**config.mk**
```make
export PLATFORM = sky130hd
export DESIGN_NAME = projectile_pool_engine_unit
export DESIGN_NICKNAME = d
export VERILOG_FILES = /design/src/rtl/ppe_pkg.sv /design/src/rtl/ppe_cell.sv /design/src/rtl/ppe_head.sv /design/src/rtl/projectile_pool_engine_unit.sv
export SDC_FILE = /design/constraint.sdc
export NUM_CORES = 2
export LEC_CHECK = 0
export BUFFER_PORTS_ARGS = -buffer_cell sky130_fd_sc_hd__buf_2
export CAP_MARGIN = 20
export CORE_UTILIZATION = 50
export DETAILED_ROUTE_END_ITERATION = 10
export PLACE_DENSITY = 0.73
export RECOVER_POWER = 100
export SLEW_MARGIN = 5
export SYNTH_ARGS = -nofsm -noshare
export SYNTH_HDL_FRONTEND = slang
export SYNTH_SLANG_ARGS = --single-unit
export TNS_END_PERCENT = 50
```
**constraint.sdc**
```tcl
create_clock -name clk -period 108.4 [get_ports clk]
set_clock_uncertainty 0.05 [all_clocks]
set_input_delay 10.84 -clock clk [delete_from_list [all_inputs] [get_ports clk]]
set_output_delay 10.84 -clock clk [all_outputs]
set_load 0.03 [all_outputs]
```
**src/rtl/ppe_pkg.sv**
```systemverilog
`timescale 1ns / 1ps
// ----------------------------------------------------------------------------
// ppe_pkg
// Shared types, codes and the sine magnitude table of the point pool engine.
// ----------------------------------------------------------------------------
package ppe_pkg;

  localparam logic [2:0] OP_CLEAR = 3'd0;
  localparam logic [2:0] OP_RESET = 3'd1;
  localparam logic [2:0] OP_SPAWN = 3'd2;
  localparam logic [2:0] OP_FAN   = 3'd3;
  localparam logic [2:0] OP_TICK  = 3'd4;
  localparam logic [2:0] OP_DRAW  = 3'd5;

  localparam logic [1:0] ACT_STATUS = 2'd0;
  localparam logic [1:0] ACT_SHOW   = 2'd1;
  localparam logic [1:0] ACT_HIDE   = 2'd2;

  localparam logic [7:0] X_MIN = 8'd8;
  localparam logic [7:0] X_MAX = 8'd247;
  localparam logic [7:0] Y_MIN = 8'd24;
  localparam logic [7:0] Y_MAX = 8'd231;
  localparam logic [7:0] HIT_R = 8'd4;
  localparam logic [7:0] GRAZE_R = 8'd12;
  localparam int unsigned PHASE_STEP = 13;
  localparam logic [6:0] SPRITES = 7'd64;

  typedef struct packed {
    logic [7:0] px;
    logic [7:0] fx;
    logic [7:0] py;
    logic [7:0] fy;
    logic [7:0] vx;
    logic [7:0] vy;
    logic       grazed;
    logic       live;
  } slot_t;

  typedef enum logic [1:0] {
    HM_PASS = 2'd0,
    HM_TICK = 2'd1,
    HM_LOAD = 2'd2
  } head_mode_t;

  typedef struct packed {
    logic alive;
    logic hit;
    logic graze;
  } head_stat_t;

  function automatic logic [6:0] sine_mag(input logic [3:0] a);
    logic [6:0] m;
    case (a)
      4'd0:  m = 7'd0;
      4'd1:  m = 7'd12;
      4'd2:  m = 7'd24;
      4'd3:  m = 7'd36;
      4'd4:  m = 7'd45;
      4'd5:  m = 7'd53;
      4'd6:  m = 7'd59;
      4'd7:  m = 7'd63;
      4'd8:  m = 7'd64;
      4'd9:  m = 7'd63;
      4'd10: m = 7'd59;
      4'd11: m = 7'd53;
      4'd12: m = 7'd45;
      4'd13: m = 7'd36;
      4'd14: m = 7'd24;
      4'd15: m = 7'd12;
      default: m = 7'd0;
    endcase
    return m;
  endfunction

  // sine * speed / 64, truncated toward zero, as an 8-bit Q4.4 pattern
  function automatic logic [7:0] fan_vel(input logic [4:0] ang, input logic [6:0] spd);
    logic [13:0] prod;
    logic [7:0]  mag;
    prod = sine_mag(ang[3:0]) * spd;
    mag  = {1'b0, prod[12:6]};
    return ang[4] ? 8'(8'd0 - mag) : mag;
  endfunction

endpackage

```
**src/rtl/ppe_cell.sv**
```systemverilog
`timescale 1ns / 1ps
// ----------------------------------------------------------------------------
// ppe_cell
// One pool slot of the rotating ring; takes its neighbor's slot on shift.
// ----------------------------------------------------------------------------
module ppe_cell
  import ppe_pkg::*;
(
  input  logic  clk,
  input  logic  rst,
  input  logic  clear,
  input  logic  shift,
  input  slot_t d,
  output slot_t q
);

  slot_t data;
  logic  live;

  always_ff @(posedge clk) begin
    if (rst) begin
      live <= 1'b0;
    end else if (clear) begin
      live <= 1'b0;
    end else if (shift) begin
      live <= d.live;
    end
  end

  always_ff @(posedge clk) begin
    if (shift) begin
      data <= d;
    end
  end

  always_comb begin
    q      = data;
    q.live = live;
  end

endmodule

```
**src/rtl/ppe_head.sv**
```systemverilog
`timescale 1ns / 1ps
// ----------------------------------------------------------------------------
// ppe_head
// Slot processing at the ring head: motion, culling, hit and graze, spawn load.
// ----------------------------------------------------------------------------
module ppe_head
  import ppe_pkg::*;
(
  input  head_mode_t mode,
  input  slot_t      slot_in,
  input  logic [7:0] player_x,
  input  logic [7:0] player_y,
  input  logic       invulnerable,
  input  logic [7:0] load_x,
  input  logic [7:0] load_y,
  input  logic [7:0] load_vx,
  input  logic [7:0] load_vy,
  output slot_t      slot_out,
  output head_stat_t stat
);

  logic [15:0] nx, ny;
  logic [7:0]  dx, dy;

  always_comb begin
    nx = {slot_in.px, slot_in.fx} + {{4{slot_in.vx[7]}}, slot_in.vx, 4'd0};
    ny = {slot_in.py, slot_in.fy} + {{4{slot_in.vy[7]}}, slot_in.vy, 4'd0};
    dx = (nx[15:8] >= player_x) ? nx[15:8] - player_x : player_x - nx[15:8];
    dy = (ny[15:8] >= player_y) ? ny[15:8] - player_y : player_y - ny[15:8];
    slot_out = slot_in;
    stat     = '0;
    case (mode)
      HM_LOAD: begin
        slot_out = '{px: load_x, fx: 8'd0, py: load_y, fy: 8'd0,
                     vx: load_vx, vy: load_vy, grazed: 1'b0, live: 1'b1};
      end
      HM_TICK: begin
        if (slot_in.live) begin
          {slot_out.px, slot_out.fx} = nx;
          if (nx[15:8] < X_MIN || nx[15:8] > X_MAX) begin
            slot_out.live = 1'b0;
          end else begin
            {slot_out.py, slot_out.fy} = ny;
            if (ny[15:8] < Y_MIN || ny[15:8] > Y_MAX) begin
              slot_out.live = 1'b0;
            end else if (dx < HIT_R && dy < HIT_R) begin
              if (invulnerable) begin
                stat.alive = 1'b1;
              end else begin
                stat.hit      = 1'b1;
                slot_out.live = 1'b0;
              end
            end else begin
              stat.alive = 1'b1;
              if (!slot_in.grazed && dx < GRAZE_R && dy < GRAZE_R) begin
                slot_out.grazed = 1'b1;
                stat.graze      = 1'b1;
              end
            end
          end
        end
      end
      default: begin
        slot_out = slot_in;
      end
    endcase
  end

endmodule

```
**src/rtl/projectile_pool_engine_unit.sv**
```systemverilog
`timescale 1ns / 1ps
// Clear, reset and unknown operations go straight to ST_DONE, which registers the status.
// Spawn: ST_SEEK rotates the ring to the cursor, then ST_SPAWN walks to a free slot.
// Fan: each placed point takes the spawn path; a refused point only passes ST_POINT.
// Tick: ST_TICK passes the whole ring once, then ST_DONE gives the status.
// Draw: ring shifts one slot per cycle, but holds a live head slot while output stalls.
// One transaction at a time. Reset clears every live flag at once; no clearing pass.
// ----------------------------------------------------------------------------
// projectile_pool_engine_unit
// Point pool on a rotating ring of slot cells with spawn, fan, tick and draw.
// ----------------------------------------------------------------------------
module projectile_pool_engine_unit
  import ppe_pkg::*;
#(
  parameter int POOL_SIZE = 64
) (
  input  logic        clk,
  input  logic        rst,
  input  logic        in_valid,
  output logic        in_stall,
  input  logic [2:0]  operation,
  input  logic [7:0]  pos_x,
  input  logic [7:0]  pos_y,
  input  logic [7:0]  vel_x,
  input  logic [7:0]  vel_y,
  input  logic [7:0]  direction,
  input  logic [7:0]  angle_step,
  input  logic [7:0]  count,
  input  logic [7:0]  speed,
  input  logic        invulnerable,
  input  logic [7:0]  first_slot,
  output logic        out_valid,
  input  logic        out_stall,
  output logic [1:0]  sprite_action,
  output logic [5:0]  sprite_index,
  output logic [7:0]  sprite_x,
  output logic [7:0]  sprite_y,
  output logic        last,
  output logic [6:0]  accepted,
  output logic        hit,
  output logic [6:0]  graze_count,
  output logic [6:0]  count_value,
  output logic [6:0]  peak_count,
  output logic [15:0] spawned_total,
  output logic [15:0] rejected_total
);

  localparam int IW = $clog2(POOL_SIZE);
  localparam int CW = $clog2(POOL_SIZE + 1);
  localparam int XW = (CW > 7) ? CW : 7;
  localparam int STEP = PHASE_STEP % POOL_SIZE;

  typedef enum logic [7:0] {
    ST_IDLE  = 8'b00000001,
    ST_POINT = 8'b00000010,
    ST_SEEK  = 8'b00000100,
    ST_SPAWN = 8'b00001000,
    ST_TICK  = 8'b00010000,
    ST_DRAW  = 8'b00100000,
    ST_HIDE  = 8'b01000000,
    ST_DONE  = 8'b10000000
  } state_t;

  state_t state;
  logic [2:0]    op_r;
  logic [7:0]    px_r, py_r, vx_r, vy_r;
  logic [4:0]    angle, step_r;
  logic [6:0]    spd_r;
  logic          invul_r, fan_r, zero_cnt;
  logic [5:0]    first_r;
  logic [CW-1:0] rem, acc, walk;
  logic [6:0]    slots, drawn, n;
  logic [IW-1:0] head, target, cursor, phase;
  logic [CW-1:0] live_count, peak_live, graze_total;
  logic          hit_flag;
  logic [15:0]   spawn_counter, reject_counter;

  slot_t         cell_q [POOL_SIZE];
  slot_t         head_out;
  head_stat_t    hstat;
  head_mode_t    hmode;
  logic [POOL_SIZE-1:0] lives;
  logic          shift, clear_all, in_acc, out_free, emit;
  logic [IW-1:0] head_inc;
  logic [IW:0]   ph_sum;
  logic [IW-1:0] ph_next;
  logic [6:0]    slots_next, room;
  logic [6:0]    drawn_next;
  logic          bad_pos, pool_full;
  logic [7:0]    load_vx, load_vy;

  assign in_stall = (state != ST_IDLE);
  assign in_acc   = in_valid && !in_stall;
  assign out_free = !out_valid || !out_stall;
  assign clear_all = in_acc && (operation inside {OP_CLEAR, OP_RESET});
  assign emit     = out_free && ((state == ST_DRAW && cell_q[0].live) ||
                                 state == ST_HIDE || state == ST_DONE);

  assign head_inc = (head == IW'(POOL_SIZE - 1)) ? '0 : head + 1'b1;
  assign ph_sum   = {1'b0, phase} + (IW + 1)'(STEP);
  assign ph_next  = (ph_sum >= (IW + 1)'(POOL_SIZE)) ?
                    IW'(ph_sum - (IW + 1)'(POOL_SIZE)) : IW'(ph_sum);
  assign room       = SPRITES - {1'b0, first_slot[5:0]};
  assign slots_next = ({1'b0, count} > {1'b0, room}) ? room : count[6:0];
  assign drawn_next = (XW'(live_count) >= XW'(slots_next)) ? slots_next : 7'(live_count);

  assign bad_pos   = px_r < X_MIN || px_r > X_MAX || py_r < Y_MIN || py_r > Y_MAX;
  assign pool_full = (live_count == CW'(POOL_SIZE));
  assign load_vx   = fan_r ? fan_vel(angle + 5'd8, spd_r) : vx_r;
  assign load_vy   = fan_r ? fan_vel(angle, spd_r) : vy_r;

  always_comb begin
    shift = 1'b0;
    hmode = HM_PASS;
    case (state)
      ST_SEEK:  shift = (head != target);
      ST_SPAWN: begin
        shift = 1'b1;
        if (!cell_q[0].live) hmode = HM_LOAD;
      end
      ST_TICK: begin
        shift = 1'b1;
        hmode = HM_TICK;
      end
      ST_DRAW:  shift = !cell_q[0].live || out_free;
      default:  shift = 1'b0;
    endcase
  end

  ppe_head u_head (
    .mode         (hmode),
    .slot_in      (cell_q[0]),
    .player_x     (px_r),
    .player_y     (py_r),
    .invulnerable (invul_r),
    .load_x       (px_r),
    .load_y       (py_r),
    .load_vx      (load_vx),
    .load_vy      (load_vy),
    .slot_out     (head_out),
    .stat         (hstat)
  );

  for (genvar k = 0; k < POOL_SIZE; k++) begin : g_ring
    if (k == POOL_SIZE - 1) begin : g_tail
      ppe_cell u_cell (.clk(clk), .rst(rst), .clear(clear_all), .shift(shift),
                       .d(head_out), .q(cell_q[k]));
    end else begin : g_body
      ppe_cell u_cell (.clk(clk), .rst(rst), .clear(clear_all), .shift(shift),
                       .d(cell_q[k+1]), .q(cell_q[k]));
    end
    assign lives[k] = cell_q[k].live;
  end

  always_ff @(posedge clk) begin
    if (in_acc) begin
      op_r    <= operation;
      px_r    <= pos_x;
      py_r    <= pos_y;
      vx_r    <= vel_x;
      vy_r    <= vel_y;
      step_r  <= angle_step[4:0];
      invul_r <= invulnerable;
      first_r <= first_slot[5:0];
      slots   <= slots_next;
      drawn   <= drawn_next;
    end
  end

  always_ff @(posedge clk) begin
    if (rst) begin
      state          <= ST_IDLE;
      head           <= '0;
      cursor         <= '0;
      phase          <= '0;
      live_count     <= '0;
      peak_live      <= '0;
      graze_total    <= '0;
      hit_flag       <= 1'b0;
      spawn_counter  <= '0;
      reject_counter <= '0;
      out_valid      <= 1'b0;
      fan_r          <= 1'b0;
      zero_cnt       <= 1'b0;
      rem            <= '0;
      acc            <= '0;
      walk           <= '0;
      n              <= '0;
      angle          <= '0;
      spd_r          <= '0;
      target         <= '0;
    end else begin
      if (shift) head <= head_inc;
      if (emit) out_valid <= 1'b1;
      else if (!out_stall) out_valid <= 1'b0;
      case (state)
        ST_IDLE: begin
          if (in_acc) begin
            acc      <= '0;
            zero_cnt <= 1'b0;
            fan_r    <= 1'b0;
            n        <= '0;
            walk     <= '0;
            case (operation)
              OP_CLEAR, OP_RESET: begin
                live_count  <= '0;
                hit_flag    <= 1'b0;
                graze_total <= '0;
                if (operation == OP_RESET) begin
                  peak_live      <= '0;
                  spawn_counter  <= '0;
                  reject_counter <= '0;
                  cursor         <= '0;
                  phase          <= '0;
                end
                state <= ST_DONE;
              end
              OP_SPAWN: begin
                rem   <= CW'(1);
                state <= ST_POINT;
              end
              OP_FAN: begin
                fan_r <= 1'b1;
                rem   <= ({1'b0, count} > 9'(POOL_SIZE)) ? CW'(POOL_SIZE) : CW'(count);
                angle <= direction[4:0];
                spd_r <= (speed > 8'd64) ? 7'd64 : speed[6:0];
                state <= ST_POINT;
              end
              OP_TICK: begin
                live_count  <= '0;
                hit_flag    <= 1'b0;
                graze_total <= '0;
                state       <= ST_TICK;
              end
              OP_DRAW: begin
                if (first_slot >= 8'(SPRITES)) begin
                  zero_cnt <= 1'b1;
                  state    <= ST_DONE;
                end else begin
                  phase  <= ph_next;
                  target <= ph_next;
                  if (slots_next == '0) begin
                    zero_cnt <= 1'b1;
                    state    <= ST_DONE;
                  end else if (drawn_next == '0) begin
                    state <= ST_HIDE;
                  end else begin
                    state <= ST_SEEK;
                  end
                end
              end
              default: state <= ST_DONE;
            endcase
          end
        end
        ST_POINT: begin
          if (rem == '0) begin
            state <= ST_DONE;
          end else if (bad_pos || pool_full) begin
            reject_counter <= reject_counter + 16'd1;
            rem            <= rem - 1'b1;
            angle          <= angle + step_r;
          end else begin
            target <= cursor;
            state  <= ST_SEEK;
          end
        end
        ST_SEEK: begin
          if (head == target) state <= (op_r == OP_DRAW) ? ST_DRAW : ST_SPAWN;
        end
        ST_SPAWN: begin
          if (!cell_q[0].live) begin
            cursor        <= head_inc;
            live_count    <= live_count + 1'b1;
            if (live_count + 1'b1 > peak_live) peak_live <= live_count + 1'b1;
            spawn_counter <= spawn_counter + 16'd1;
            acc           <= acc + 1'b1;
            rem           <= rem - 1'b1;
            angle         <= angle + step_r;
            state         <= ST_POINT;
          end
        end
        ST_TICK: begin
          if (hstat.alive) live_count <= live_count + 1'b1;
          if (hstat.hit) hit_flag <= 1'b1;
          if (hstat.graze) graze_total <= graze_total + 1'b1;
          walk <= walk + 1'b1;
          if (walk == CW'(POOL_SIZE - 1)) state <= ST_DONE;
        end
        ST_DRAW: begin
          if (cell_q[0].live && out_free) begin
            sprite_action <= ACT_SHOW;
            sprite_index  <= 6'(first_r + n[5:0]);
            sprite_x      <= cell_q[0].px - 8'd4;
            sprite_y      <= cell_q[0].py - 8'd5;
            last          <= (n + 7'd1 == slots);
            accepted      <= '0;
            count_value   <= drawn;
            hit           <= hit_flag;
            graze_count   <= 7'(graze_total);
            peak_count    <= 7'(peak_live);
            spawned_total <= spawn_counter;
            rejected_total <= reject_counter;
            n <= n + 7'd1;
            if (n + 7'd1 == drawn) state <= (drawn == slots) ? ST_IDLE : ST_HIDE;
          end
        end
        ST_HIDE: begin
          if (out_free) begin
            sprite_action <= ACT_HIDE;
            sprite_index  <= 6'(first_r + n[5:0]);
            sprite_x      <= '0;
            sprite_y      <= '0;
            last          <= (n + 7'd1 == slots);
            accepted      <= '0;
            count_value   <= drawn;
            hit           <= hit_flag;
            graze_count   <= 7'(graze_total);
            peak_count    <= 7'(peak_live);
            spawned_total <= spawn_counter;
            rejected_total <= reject_counter;
            n <= n + 7'd1;
            if (n + 7'd1 == slots) state <= ST_IDLE;
          end
        end
        ST_DONE: begin
          if (out_free) begin
            sprite_action <= ACT_STATUS;
            sprite_index  <= '0;
            sprite_x      <= '0;
            sprite_y      <= '0;
            last          <= 1'b1;
            accepted      <= 7'(acc);
            count_value   <= zero_cnt ? 7'd0 : 7'(live_count);
            hit           <= hit_flag;
            graze_count   <= 7'(graze_total);
            peak_count    <= 7'(peak_live);
            spawned_total <= spawn_counter;
            rejected_total <= reject_counter;
            state         <= ST_IDLE;
          end
        end
        default: state <= ST_IDLE;
      endcase
    end
  end

  a_live_bound: assert property (@(posedge clk) disable iff (rst)
    live_count <= CW'(POOL_SIZE))
    else $error("live count above pool size");

  a_live_match: assert property (@(posedge clk) disable iff (rst)
    (state == ST_IDLE) |-> ($countones(lives) == int'(live_count)))
    else $error("live count disagrees with live flags");

  a_search_room: assert property (@(posedge clk) disable iff (rst)
    (state == ST_SPAWN) |-> (live_count < CW'(POOL_SIZE)))
    else $error("slot search entered with a full pool");

endmodule

```
Word level (Yosys, flattened, before mapping)
Memories as Yosys holds them, arrays and structs flattened. A register that Yosys moved wholly into a read port is not among the register bits.
Cells that the tools add are included.

word-level totals
  output and inout port bits = 88
  bits in read-only memories = 224
  bits of input ports = 80
  word-level logic and storage cells = 879
  memories kept = 2
  flip-flop bits (word level) = 3,476

memories
  name              words  width  read ports  clocked after memory_dff  write ports  RTL line       text
  (name not given)  16     7      1           1                         0            ppe_pkg.sv:53  case (a)
  (name not given)  16     7      1           0                         0            ppe_pkg.sv:53

cells by class
  magnitude comparators = 21
  $mul = 2
  add/sub/neg operators = 25
  muxes and demuxes = 160
  bitwise operators = 1
  reduce and logical (&&, ||, !) cells = 61
  equal/unequal tests = 53

operators with widths
  kind                     number
  $mux W7                  35
  $mux W16                 12
  $mux W8                  22
  $pmux W16 S2             4
  $pmux W7 S3              5
  $pmux W7 S2              7
  $mux W6                  15
  $pmux W32 S2             1
  $pmux W8 S8              1
  $ne A2 B2 Y1 const B     18
  $pmux W6 S2              3
  $add A7 B1 Y7 const B    5
  $add A16 B1 Y16 const B  2
  $add A16 B16 Y16         2
  $gt A8 B8 Y1 const B     4
  $lt A8 B4 Y1 const B     4
  $mux W32                 1
  $pmux W8 S2              2
  $sub A8 B8 Y8            4
  $reduce_and A6 Y1        5
  $mul A7 B7 Y13           2
  $mux W1                  26
  $mux W5                  5
  $pmux W8 S3              1
  other kinds (66)         137

Longest topological paths before layout
  depth in word-level cells = 14
  mapped depth = 25
  mapped depth without buffers = 24

Hierarchy
Synthesis repeated with hierarchy kept, for this count alone.

unflattened totals
  cell total of the unflattened synthesis = 5,572
  area, all modules = 117,461.4 µm²

by module, submodules not included
  module                       sequential area each (µm²)  cells each  times used  area an instance (µm²)
  ppe_cell                     1,491.4                     53          64          1,519.0
  projectile_pool_engine_unit  7,136.8                     1,730       1           16,952.5
  ppe_head                     0.0                         450         1           3,295.7

Worst setup path before layout
OpenSTA, ideal clock, no wires.

  path type = input to register
  start point = in out_stall
  end point = reg head[5]
  arrival time = 83.145 ns
  data required time = 105.080 ns
  setup time = 3.270 ns
  stages = 5
  buffers on the path = 1
  path slack = 21.935 ns
  path through = a31oi_1 -> nor3_1 -> clkinv_1 -> clkbuf_1 -> a211oi_1

on the way
  cells in the longest elaborated chain, start to end = 4

ends and longest elaborated chain
  item                               RTL line                            text
  start: declaration                 projectile_pool_engine_unit.sv:33   input logic out_stall,
  $logic_not A1 Y1                   n/a
  $logic_or A1 B1 Y1                 projectile_pool_engine_unit.sv:94   assign out_free = !out_valid || !out_stall;
  $logic_or A1 B1 Y1                 projectile_pool_engine_unit.sv:125  ST_DRAW: shift = !cell_q[0].live || out_free;
  $pmux W1 S3                        projectile_pool_engine_unit.sv:115  case (state)
  net g_ring[0].g_body.u_cell.shift  ppe_cell.sv:12                      input logic shift,
  end signal: assignment             projectile_pool_engine_unit.sv:193  if (shift) head <= head_inc;
  end: declaration                   projectile_pool_engine_unit.sv:73   logic [IW-1:0] head, target, cursor, phase;

The timed path passes the listed nets, and every way through them passes these cells.
A chain may end at the register's enable or synchronous reset.

Worst setup path after layout
  start point = in out_stall
  end point = reg g_ring[28].g_body.u_cell.data, in the netlist g_ring[28].g_body.u_cell.q[33] (enable)

on the way
  cells in the longest elaborated chain, start to end = 4

ends and longest elaborated chain
  item                    RTL line                            text
  $logic_not A1 Y1        n/a
  $logic_or A1 B1 Y1      projectile_pool_engine_unit.sv:94
  $logic_or A1 B1 Y1      projectile_pool_engine_unit.sv:125
  $pmux W1 S3             projectile_pool_engine_unit.sv:115
  end signal: assignment  ppe_cell.sv:32                      data <= d;
  end: declaration        ppe_cell.sv:17                      slot_t data;

No other way between the ends.

==> out/results.ini <==
[status]
status = complete, but fails checks
violations = max-capacitance violations, max-slew violations

[route]
drt-initial-drc-count = 3415
dr.pass1.iters = 6
ant_nets = 0
vias_per_cell = 5.17
drc_errors = 0
wl_per_cell_um = 19.8
vias = 43200
routed_wl_mm = 165

[clock_tree]
cts.reportedPaths.clkPinSlew_ns = 0.06
cts_max_path_buffers = 4
cts_made_buffers = 299
cts_setup_buffers = 0
clock-sinks = 2971
h-tree-depth = 5
clk_latency_ns = 0.94
cts_resized = 0
cts_hold_buf = 0
root_buffer = clkbuf_16
tritoncts = built

[yosys]
synthArstFlopShare_pct = 0
synth_edf_count = 2771
syn-cell-area_um2 = 101000
ys_types = 85
ys_seq_area_share_pct = 86.6
synth_seq_cells = 2971
synth-main-ff-cell = edfxtp_1
syn-num-nets = 5356
yosysWarnings = 0
syn_avg_cell_area_um2 = 19.9
synthCells = 5062

[pwr]
ir_drop_mv = 0.0200
p_per_area_nw_per_um2 = 20.4
finalPower_mw = 2.33
p_leak_nw = 37.4

[global_route]
grt_max_degree = 219
antenna_found_initial = 7
grt_usage_pct = 16.3
overflow = 0
grt_pass1_vias = 43400
grt_pass1_wl_mm = 254

[sta]
tns_ns = 0
tightest_slew_ns = 10.47
grt_setup_unrepaired = no
slew_headroom_pct = -598
finalWorstSetupSlack_ns = 71.71
final.min_clock_period_ns = 36.69
hold_viol_final = 0
setup_viol = 0
hold_slack_ns = 0.321
slew_viol_final = 3030
finalCritPeriodShare_pct = 33.8
fmax_mhz = 27.3

[setup_path]
cp_max_fo = 218
worstPathRequired_ns = 108.81
cp-end-kind = register
r2r_setup_slack_ns = 80.13
worstRegToRegCells = 12
cp.arrival_ns = 37.09
worst-setup-path-type = input pin to register
r2r-start = state[2]$_SDFFE_PP0P_
start_kind = input pin
rr_endpoint = g_ring[28].g_body.u_cell.q[33]$_DFFE_PP_

[die]
ios = 168
fp.dieW_um = 451
initial_utilization_pct = 50.4
die_area_um2 = 203000
core_area_um2 = 200000
die_h_um = 451
num_rows = 164

[final_layout]
drive_gt1_share_pct = 8.45
multi_input_area_um2 = 12300
final_common_cell = edfxtp_1
seq_area_um2 = 87200
layout.nets = 5775
final_cell_mix = 2,771 x edfxtp_1, 306 x nand2_1, 306 x clkbuf_16
n_fill_cell = 14500
syn2layout_area_growth_pct = 13.1

[worst_hold_path]
min_from = g_ring[15].g_body.u_cell.q[43]$_DFFE_PP_
hold_class = register to register
hold_end = g_ring[14].g_body.u_cell.q[43]$_DFFE_PP_
hold_depth = 0

[place]
hpwlAfterDp_mm = 90.8
place_congestion = 0.868
dp_slack_ns = 90.66
io_buffers = 161

[flow_run]
drv_cap = 35

[synth_stat cells, drive strengths merged, types with 47 or more instances]
| master | instances | area share [%] |
|---|---|---|
| dfxtp | 200 | 4.0 |
| inv | 193 | 0.72 |
| o21ai | 72 | 0.36 |
| and2 | 52 | 0.32 |
| a21oi | 196 | 0.98 |
| nand2 | 306 | 1.1 |
| clkbuf | 85 | 0.32 |
| nand3 | 66 | 0.33 |
| edfxtp | 2771 | 83 |
| xnor2 | 78 | 0.68 |
| fa | 48 | 0.95 |
| nor3 | 47 | 0.23 |
| ha | 166 | 2.1 |
| nor2 | 219 | 0.82 |
| xor2 | 79 | 0.69 |
[kinds of logic after synthesis]
family                   count (synthesis)  share of synthesized area (%)
buffers and inverters                  292                           1.11
AND/OR/NAND/NOR                        876                           4.12
flip-flops                            2971                           86.6
XOR/XNOR                               157                           1.37
AO/OA/AOI/OAI                          508                           3.31
multiplexers                            44                          0.466
adder cells (fa/ha/maj)                214                           3.02
[state kept, by name, indices dropped and copies added (netlist names), 8 cells and up, named ones only]
name / flops
px_r: 8
reject_counter: 16
g_ring.g_tail.u_cell.q: 41
vy_r: 8
py_r: 8
rejected_total: 16
vx_r: 8
g_ring.g_body.u_cell.live: 63
g_ring.g_body.u_cell.q: 2583
spawn_counter: 16
spawned_total: 16
sprite_x: 8
sprite_y: 8
state: 8
[worst max-delay path, cell delays in order]
cell	delay, ns
clkbuf_1	0.18
a31oi_1	0.21
nor3_1	0.09
clkbuf_1	1.09
clkinvlp_2	3.99
clkbuf_1	7.56
clkbuf_1	2.76
clkbuf_1	3.13
clkbuf_1	3.07
clkbuf_1	1.55
clkbuf_1	2.23
[metal layers]
metal | routed length (um) | part of all wire, % | vias to the layer above | GRT usage [%]
li1 | - | - | 20200 | -
met1 | 71700 | 43 | 21600 | 22.0
met2 | 79600 | 48 | 946 | 26.0
met3 | 6600 | 4.0 | 402 | 2.84
met4 | 7550 | 4.6 | 0 | 7.78
met5 | 0 | 0 | - | 0
[final cells by class]
cell class                 count  share of cell area, %
antenna                        6                 0.0132
clock buffer                 367                   6.99
clock inverter               144                   1.19
inverter                     195                  0.644
multi-input combinational   1799                   10.8
sequential                  2971                   76.6
tap                         2656                   2.92
timing repair buffer         215                  0.794
[per-stage QoR]
step	instances	cell area [um2]	utilization, %
after floorplan	5062	101000	-
after global placement	7832	105000	52.5
after detailed placement	7832	105000	52.5
after CTS	8343	114000	57.2
after global routing	8350	114000	57.0
final	8353	114000	57.0
[power by group]
group	switching (mW)	internal (mW)	total, mW
Clock	0.416	0.578	0.994
Sequential	0.00950	1.25	1.26
Combinational	0.0492	0.0200	0.0692
[how the worst max path moves through the flow]
stage / from / to / depth (start not counted)
5_1_grt: out_stall / g_ring[25].g_body.u_cell.q[33]$_DFFE_PP_ / 11
4_1_cts: out_stall / g_ring[32].g_body.u_cell.q[33]$_DFFE_PP_ / 10
2_1_floorplan: out_stall / head[5]$_SDFFE_PP0P_ / 5
3_5_place_dp: out_stall / g_ring[18].g_body.u_cell.q[33]$_DFFE_PP_ / 10
6_report: out_stall / g_ring[28].g_body.u_cell.q[33]$_DFFE_PP_ / 11
3_3_place_gp: out_stall / g_ring[38].g_body.u_cell.q[33]$_DFFE_PP_ / 10
Power figures use the tool's default switching activity.
